**src/hw/rtl/assert_macros.svh**
```systemverilog
// Assertion macros for the RTL files of the complex FIR filter.
`ifndef ASSERT_MACROS_SVH
`define ASSERT_MACROS_SVH

`ifndef NO_ASSERTIONS

// Same-cycle implication, checked on every rising edge outside reset.
`define CFIR_ASSERT_SAME(lbl, clk, rst_n, ante, cons, msg) \
  lbl: assert property (@(posedge clk) disable iff (!rst_n) (ante) |-> (cons)) \
    else $error(msg);

// Next-cycle implication, checked on every rising edge outside reset.
`define CFIR_ASSERT_NEXT(lbl, clk, rst_n, ante, cons, msg) \
  lbl: assert property (@(posedge clk) disable iff (!rst_n) (ante) |=> (cons)) \
    else $error(msg);

`else

`define CFIR_ASSERT_SAME(lbl, clk, rst_n, ante, cons, msg)
`define CFIR_ASSERT_NEXT(lbl, clk, rst_n, ante, cons, msg)

`endif

`endif

```
**src/hw/rtl/cfir_pkg.sv**
```systemverilog
// Types and constants shared by the complex FIR filter modules.
`timescale 1ns / 1ps

package cfir_pkg;

  localparam int SAMPLE_BITS    = 16;
  localparam int COEF_BITS      = 16;
  localparam int TAP_COUNT_BITS = 7;
  localparam int TAP_SEL_BITS   = 6;
  localparam int CFG_IDX_BITS   = 3;
  localparam int CFG_DATA_BITS  = 16;

  typedef enum logic [CFG_IDX_BITS-1:0] {
    CFG_TAP_COUNT    = 3'd0,
    CFG_TAP_SELECT   = 3'd1,
    CFG_TAP_REAL     = 3'd2,
    CFG_TAP_IMAG     = 3'd3,
    CFG_COMPLEX_TAPS = 3'd4
  } cfg_reg_t;

  typedef enum logic [1:0] {
    ST_IDLE,
    ST_RUN,
    ST_DRAIN,
    ST_HOLD
  } state_t;

  typedef struct packed {
    logic signed [SAMPLE_BITS-1:0] sample_real;
    logic signed [SAMPLE_BITS-1:0] sample_imag;
  } in_item_t;

  typedef struct packed {
    logic signed [SAMPLE_BITS-1:0] out_real;
    logic signed [SAMPLE_BITS-1:0] out_imag;
  } out_item_t;

  typedef struct packed {
    logic signed [SAMPLE_BITS-1:0] re;
    logic signed [SAMPLE_BITS-1:0] im;
  } smp_t;

  typedef struct packed {
    logic signed [COEF_BITS-1:0] re;
    logic signed [COEF_BITS-1:0] im;
  } tap_t;

  // Control broadcast from the sequencer to every cell of the ring.
  typedef struct packed {
    logic                    shift;
    logic                    rotate;
    logic                    clear;
    logic                    wr_en;
    logic [TAP_SEL_BITS-1:0] wr_sel;
    tap_t                    wr_tap;
  } cell_ctl_t;

  // Per-step control for the shared multiply-accumulate unit.
  typedef struct packed {
    logic valid;
    logic first;
    logic tap_on;
    logic last;
  } mac_ctl_t;

endpackage

```
**src/hw/rtl/cfir_mac.sv**
```systemverilog
// Shared complex multiply-accumulate unit with rounding and saturation.
`timescale 1ns / 1ps

module cfir_mac #(
  parameter int MAX_TAPS = 64
) (
  input  logic                clk,
  input  logic                rst_n,
  input  cfir_pkg::mac_ctl_t  ctl,
  input  cfir_pkg::smp_t      smp,
  input  cfir_pkg::tap_t      tap,
  input  logic                complex_taps,
  output logic                done,
  output cfir_pkg::out_item_t result
);

  localparam int SB    = cfir_pkg::SAMPLE_BITS;
  localparam int CB    = cfir_pkg::COEF_BITS;
  localparam int PW    = SB + CB;
  localparam int ACC_W = PW + 1 + $clog2(MAX_TAPS);
  localparam logic [ACC_W-1:0] HALF = {{(ACC_W-1){1'b0}}, 1'b1} << (CB - 2);

  logic signed [CB-1:0]    tap_im;
  logic signed [PW-1:0]    prr_r, pii_r, pri_r, pir_r;
  logic signed [PW-1:0]    prr_nxt, pii_nxt, pri_nxt, pir_nxt;
  logic                    v1_r, first1_r, tap_on1_r, last1_r;
  logic signed [ACC_W-1:0] term_re, term_im;
  logic signed [ACC_W-1:0] acc_re_r, acc_im_r, acc_re_nxt, acc_im_nxt;
  logic                    done_r;

  // Round half up by CB-1 bits, then clamp to the sample range.
  function automatic logic signed [SB-1:0] rnd_sat(input logic signed [ACC_W-1:0] a);
    logic [ACC_W-1:0]      sum;
    logic [ACC_W-CB:0]     sh;
    logic                  ovf;
    logic signed [SB-1:0]  r;
    sum = a + HALF;
    sh  = sum[ACC_W-1:CB-1];
    ovf = !((&sh[ACC_W-CB:SB-1]) || !(|sh[ACC_W-CB:SB-1]));
    if (ovf) begin
      r = sh[ACC_W-CB] ? {1'b1, {(SB-1){1'b0}}} : {1'b0, {(SB-1){1'b1}}};
    end else begin
      r = sh[SB-1:0];
    end
    return r;
  endfunction

  assign tap_im  = complex_taps ? tap.im : '0;
  assign prr_nxt = smp.re * tap.re;
  assign pii_nxt = smp.im * tap_im;
  assign pri_nxt = smp.re * tap_im;
  assign pir_nxt = smp.im * tap.re;

  always_ff @(posedge clk) begin
    prr_r <= prr_nxt;
    pii_r <= pii_nxt;
    pri_r <= pri_nxt;
    pir_r <= pir_nxt;
    first1_r  <= ctl.first;
    tap_on1_r <= ctl.tap_on;
  end

  always_ff @(posedge clk) begin
    if (!rst_n) begin
      v1_r    <= 1'b0;
      last1_r <= 1'b0;
      done_r  <= 1'b0;
    end else begin
      v1_r    <= ctl.valid;
      last1_r <= ctl.valid && ctl.last;
      done_r  <= v1_r && last1_r;
    end
  end

  assign term_re = tap_on1_r ? (ACC_W'(prr_r) - ACC_W'(pii_r)) : '0;
  assign term_im = tap_on1_r ? (ACC_W'(pri_r) + ACC_W'(pir_r)) : '0;

  always_comb begin
    acc_re_nxt = acc_re_r;
    acc_im_nxt = acc_im_r;
    if (v1_r) begin
      acc_re_nxt = (first1_r ? '0 : acc_re_r) + term_re;
      acc_im_nxt = (first1_r ? '0 : acc_im_r) + term_im;
    end
  end

  always_ff @(posedge clk) begin
    acc_re_r <= acc_re_nxt;
    acc_im_r <= acc_im_nxt;
  end

  assign done            = done_r;
  assign result.out_real = rnd_sat(acc_re_r);
  assign result.out_imag = rnd_sat(acc_im_r);

endmodule

```
**config.mk**
```make
export PLATFORM = sky130hd
export DESIGN_NAME = cfir_mac
export DESIGN_NICKNAME = d
export VERILOG_FILES = /design/src/hw/rtl/assert_macros.svh /design/src/hw/rtl/cfir_pkg.sv /design/src/hw/rtl/cfir_mac.sv
export SDC_FILE = /design/constraint.sdc
export NUM_CORES = 2
export LEC_CHECK = 0
export ABC_AREA = 0
export BUFFER_PORTS_ARGS = -buffer_cell sky130_fd_sc_hd__buf_2
export CAP_MARGIN = 20
export CORE_MARGIN = 1
export CORE_UTILIZATION = 25
export DETAILED_ROUTE_END_ITERATION = 12
export SLEW_MARGIN = 20
export SYNTH_ARGS = -nofsm -noshare
export SYNTH_HDL_FRONTEND = slang
export SYNTH_SLANG_ARGS = --single-unit
```
**constraint.sdc**
```tcl
create_clock -name clk -period 9.6 [get_ports clk]
set_clock_uncertainty 0.2 [all_clocks]
set_input_delay 0.48 -clock clk [delete_from_list [all_inputs] [get_ports clk]]
set_output_delay 0.48 -clock clk [all_outputs]
set_load 0.005 [all_outputs]
```
# --- Word-level counts from Yosys, hierarchy flattened ---
# Index checks and enable logic that the tools add are counted.
classes:
  n_addsub: 6
  multipliers: 4
  muxes: 9
  reduce_logical: 10
ops:
  columns: ["operator", "n"]
  rows:
  - ["39-bit 2-to-1 mux", 4]
  - ["16-bit by 16-bit multiplier with 32-bit output", 4]
  - ["16-bit 2-to-1 mux", 5]
  - ["39-bit by 15-bit adder with 39-bit output, second input constant", 2]
  - ["39-bit adder", 2]
  - ["32-bit by 32-bit adder with 33-bit output", 1]
  - ["32-bit by 32-bit subtractor with 33-bit output", 1]
  - ["9-bit AND reduction", 2]
  - ["9-bit OR reduction", 2]
  - ["1-bit logical AND", 2]
  - ["1-bit logical NOT", 2]
  - ["1-bit logical OR", 2]
totals:
  regBits: 211
  in_bits: 71
  elab_cells: 40

# --- Logic depth before layout (Yosys ltp) ---
depth:
  ltp_word: 5
  ltp_mapped: 26
  depth_no_buf: 24

# --- Worst setup path before layout ---
# No wires, ideal clock.
synth_path:
  kind: "input-to-reg"
  from: "input port complex_taps"
  to: "register pri_r[31]"
  setup_ns: 0.072
  arrival_ns: 6.760
  required_ns: 9.328
  slack_ns: 2.568
  cell_stages: 26
  n_path_buf: 3
  cell_sequence: "clkbuf_1 -> and2_1 -> clkbuf_1 -> clkbuf_1 -> nand2_1 -> fa_1 -> inv_1 -> fa_1 -> inv_1 -> fa_1 -> inv_1 -> fa_1 -> fa_1 -> inv_1 -> fa_1 -> inv_1 -> ha_1 -> a2111oi_0 -> nand2b_1 -> a21oi_1 -> o32a_1 -> a211oi_1 -> a311o_1 -> a31o_2 -> a21oi_1 -> xnor2_1"
synth_via:
  elab_chain_len: 2
synth_rtl:
  columns: ["element", "line_no", "text"]
  rows:
  - ["start, declared", "cfir_mac.sv:12", "input logic complex_taps,"]
  - ["16-bit 2-to-1 mux", "cfir_mac.sv:48", "assign tap_im = complex_taps ? tap.im : '0;"]
  - ["16-bit by 16-bit multiplier with 32-bit output", "cfir_mac.sv:51", "assign pri_nxt = smp.re * tap_im;"]
  - ["named net pri_nxt[31]", "cfir_mac.sv:25", "logic signed [PW-1:0] prr_nxt, pii_nxt, pri_nxt, pir_nxt;"]
  - ["end signal, assigned", "cfir_mac.sv:57", "pri_r <= pri_nxt;"]
  - ["end, declared", "cfir_mac.sv:24", "logic signed [PW-1:0] prr_r, pii_r, pri_r, pir_r;"]
# The timed path passes the listed nets, and every way through them passes these cells.
# A chain may end at the register's enable or synchronous reset.

# --- Worst setup path after layout ---
layout_path:
  from: "input port complex_taps"
  to: "register pii_r[30]"
layout_via:
  elab_chain_len: 2
layout_rtl:
  columns: ["element", "line_no", "text"]
  rows:
  - ["16-bit 2-to-1 mux", "cfir_mac.sv:48", null]
  - ["16-bit by 16-bit multiplier with 32-bit output", "cfir_mac.sv:50", "assign pii_nxt = smp.im * tap_im;"]
  - ["named net pii_nxt[30]", "cfir_mac.sv:25", null]
  - ["end signal, assigned", "cfir_mac.sv:56", "pii_r <= pii_nxt;"]
  - ["end, declared", "cfir_mac.sv:24", null]
# The timed path passes the listed nets, and every way through them passes these cells.

==> results.yml <==
status:
  status: "finished, final reports clean"
grt:
  grt_max_degree: 103
  grt_overflow: 0
  grt_antenna_before_repair: 57
  grt_pass1_vias: 42940
  grt_usage: 0.1375
  grt_pass1_wl_um: 237700
synth:
  syn_nets: 7622
  yosys-top-cells-area: "fa_1, ha_1, inv_1"
  syn_avg_cell_area_um2: 8.932
  synth_warnings: 0
  synthArstFlopShare: 0
  ys_ff_latch: 211
  synth_compound_area_frac: 0.08819
  yosys.area.top_type: "fa_1"
  synth_mux_area_frac: 0.004136
  synth_cells: 6029
  synthAdderAreaFrac: 0.5003
  synthDistinctLibCells: 92
  netlist.area_leader.share: 0.3911
  ys_seq_area_frac: 0.09293
  synth-main-ff-cell: "dfxtp_1"
  synth_edf_count: 78
  yosys.area_share.simple: 0.1623
  syn_area_um2: 53850
  synthXorXnorAreaFrac: 0.04503
  synth_top_family_by_area: "adder cells"
drt:
  initialDrtViolationCount: 2589
  vias: 40820
  drt_pre_antenna_iters: 5
  drt-total-wl_um: 147200
  drt.antenna.violating_nets: 0
  viasPerCell: 4.620
  drcViolationCount: 0
  wl_per_cell_um: 16.66
worst_setup_path:
  reg2reg_depth: 19
  startpoint_type: "input port"
  max_stage_delay_ns: 0.79
  reg2reg_slack_ns: 3.75
  arrival_ns: 8.10
  crit_top_cell: "fa_1"
  end_kind: "flop"
  reg2reg_from: "pii_r[1]$_DFF_P_"
  setup.worst_path.class: "in2reg"
  critical_path.max_fanout: 102
  critPathRequiredTime_ns: 9.90
  slowest_stage: "and2_0"
  reg2reg_to: "acc_re_r[32]$_DFFE_PP_"
worst_hold_path:
  hold_start: "last1_r$_SDFF_PN0_"
  hold_depth: 1
  hp-class: "reg2reg"
  min_to: "done$_SDFF_PN0_"
sta:
  max_slew_margin: 0.3099
  finalSetupTns_ns: 0
  setup_viol: 0
  grt_setup_unrepaired: "no"
  drv_slew: 0
  clock.fmax_mhz: 128.1
  worstMarginPinSlew_ns: 1.035
  timing.final.crit_share: 0.8131
  finalHoldViolCount: 0
  finalCriticalPeriod_ns: 7.805
cells_and_area:
  syn_to_final_growth_pct: 8.608
  layout_common_cells: "inv_1, fa_1, nand2_1"
  fillers: 22910
  fin_nets: 7549
  fin_util: 0.2728
  layout_commonest_cell: "inv_1"
  drive_above_1_share: 0.04314
clocking:
  cts_tree: "yes"
  clockBufferDepth: 3
  root_buffer: "clkbuf_16"
  clk_pin_slew_worst_paths_ns: 0.06
  worstSkewPairLatency_ns: 0.64
  numCtsBuffers: 31
  cts_setup_buffers: 0
  clock-sinks: 211
  h-tree-depth: 1
floorplan:
  initial_utilization: 0.2512
  io_pins: 104
  rows: 170
  die_x_um: 466.1
  die_h_um: 466.1
  die-area_um2: 217300
  fp.coreArea_um2: 214400
place:
  place_congestion: 0.8602
  dp_hpwl_um: 119700
  portBuffers: 103
run:
  maxCapViolations: 0
==> through the flow <==
| step | instances | hold WS, ns | setup slack (ns) | area, µm² |
|---|---|---|---|---|
| 2_1_floorplan | 6029 | 0.2290 | 2.568 | 53850 |
| 3_3_place_gp | 8754 | 0.2385 | 1.402 | 57280 |
| 3_5_place_dp | 8754 | 0.2473 | 1.367 | 57280 |
| 4_1_cts | 8818 | 0.2402 | 2.001 | 58450 |
| 5_1_grt | 8829 | 0.2714 | 1.424 | 58470 |
| 6_report | 8835 | 0.2590 | 1.795 | 58490 |
==> routing by layer <==
metal,vias up,global-route usage,share of wire
li1,18660,-,-
met4,26,0.05036,0.038
met2,1060,0.2355,0.48
met1,20830,0.1788,0.43
met5,-,0,0.0010
met3,242,0.01324,0.049
==> state kept, by name, summed over array words and instances (netlist names) <==
name,flops
prr_r,32
done,1
pii_r,32
v1_r,1
pri_r,32
last1_r,1
tap_on1_r,1
pir_r,32
acc_im_r,39
acc_re_r,39
first1_r,1
==> worst max-delay path by stage <==
stage,startpoint,to,cells past startpoint
6_report,complex_taps,pii_r[30]$_DFF_P_,25
5_1_grt,complex_taps,pii_r[30]$_DFF_P_,22
4_1_cts,complex_taps,pii_r[30]$_DFF_P_,23
3_5_place_dp,complex_taps,pii_r[30]$_DFF_P_,23
3_3_place_gp,complex_taps,pii_r[30]$_DFF_P_,22
2_1_floorplan,complex_taps,pri_r[31]$_DFF_P_,26
==> area by class of cell <==
class	instances	area [µm²]	share of cell area
multi-input combinational	4283	43080	0.7365
sequential	211	5010	0.08565
inverter	1275	4786	0.08183
tap	2838	3551	0.06071
timing repair buffer	154	922.1	0.01577
clock buffer	34	850.8	0.01455
clock inverter	23	249.0	0.004257
antenna	17	42.54	0.0007273
==> repair_timing <==
item / CTS / global route
setup endpoints to repair: 0 / 0
gates resized for setup: 0 / 0
hold buffers: 7 / 0
hold endpoints to repair: 5 / 0
==> worst max-delay path, delay by kind of cell <==
kind	cells	cell delay (ns)
adder cells (fa/ha/maj)	7	3.00
AO/OA/AOI/OAI	6	2.13
buffers and inverters	7	1.14
AND/OR/NAND/NOR	4	1.12
XOR/XNOR	1	0.14
==> cells by family after synthesis <==
kind of cell,after synthesis
adders and majority gates,1522
and+or+nand+nor,1751
muxes,22
AOI/OAI and AO/OA,712
xor gates and xnor gates,276
DFF,211
buffers and inverters,1535
==> cell usage after synthesis (15+ instances only) <==
cell type	n
and3_1	279
a31oi_1	27
fa_1	1052
nand2b_1	50
o21bai_1	34
o21ai_0	132
and2_1	241
a21oi_1	199
clkbuf_1	253
xor2_1	80
o31ai_1	16
nor3_1	49
dfxtp_1	133
edfxtp_1	78
or2_2	20
nor2_1	229
nor2b_1	94
o211ai_1	15
inv_1	1274
or3_1	16
mux2i_1	20
ha_1	470
xnor2_1	195
a211oi_1	35
nand2_1	633
nand4_1	27
nand3_1	60
a21o_1	91
o21a_1	37
Power is not shown: default switching activity piles up to over one toggle a cycle in this logic, so the estimate is an artifact.
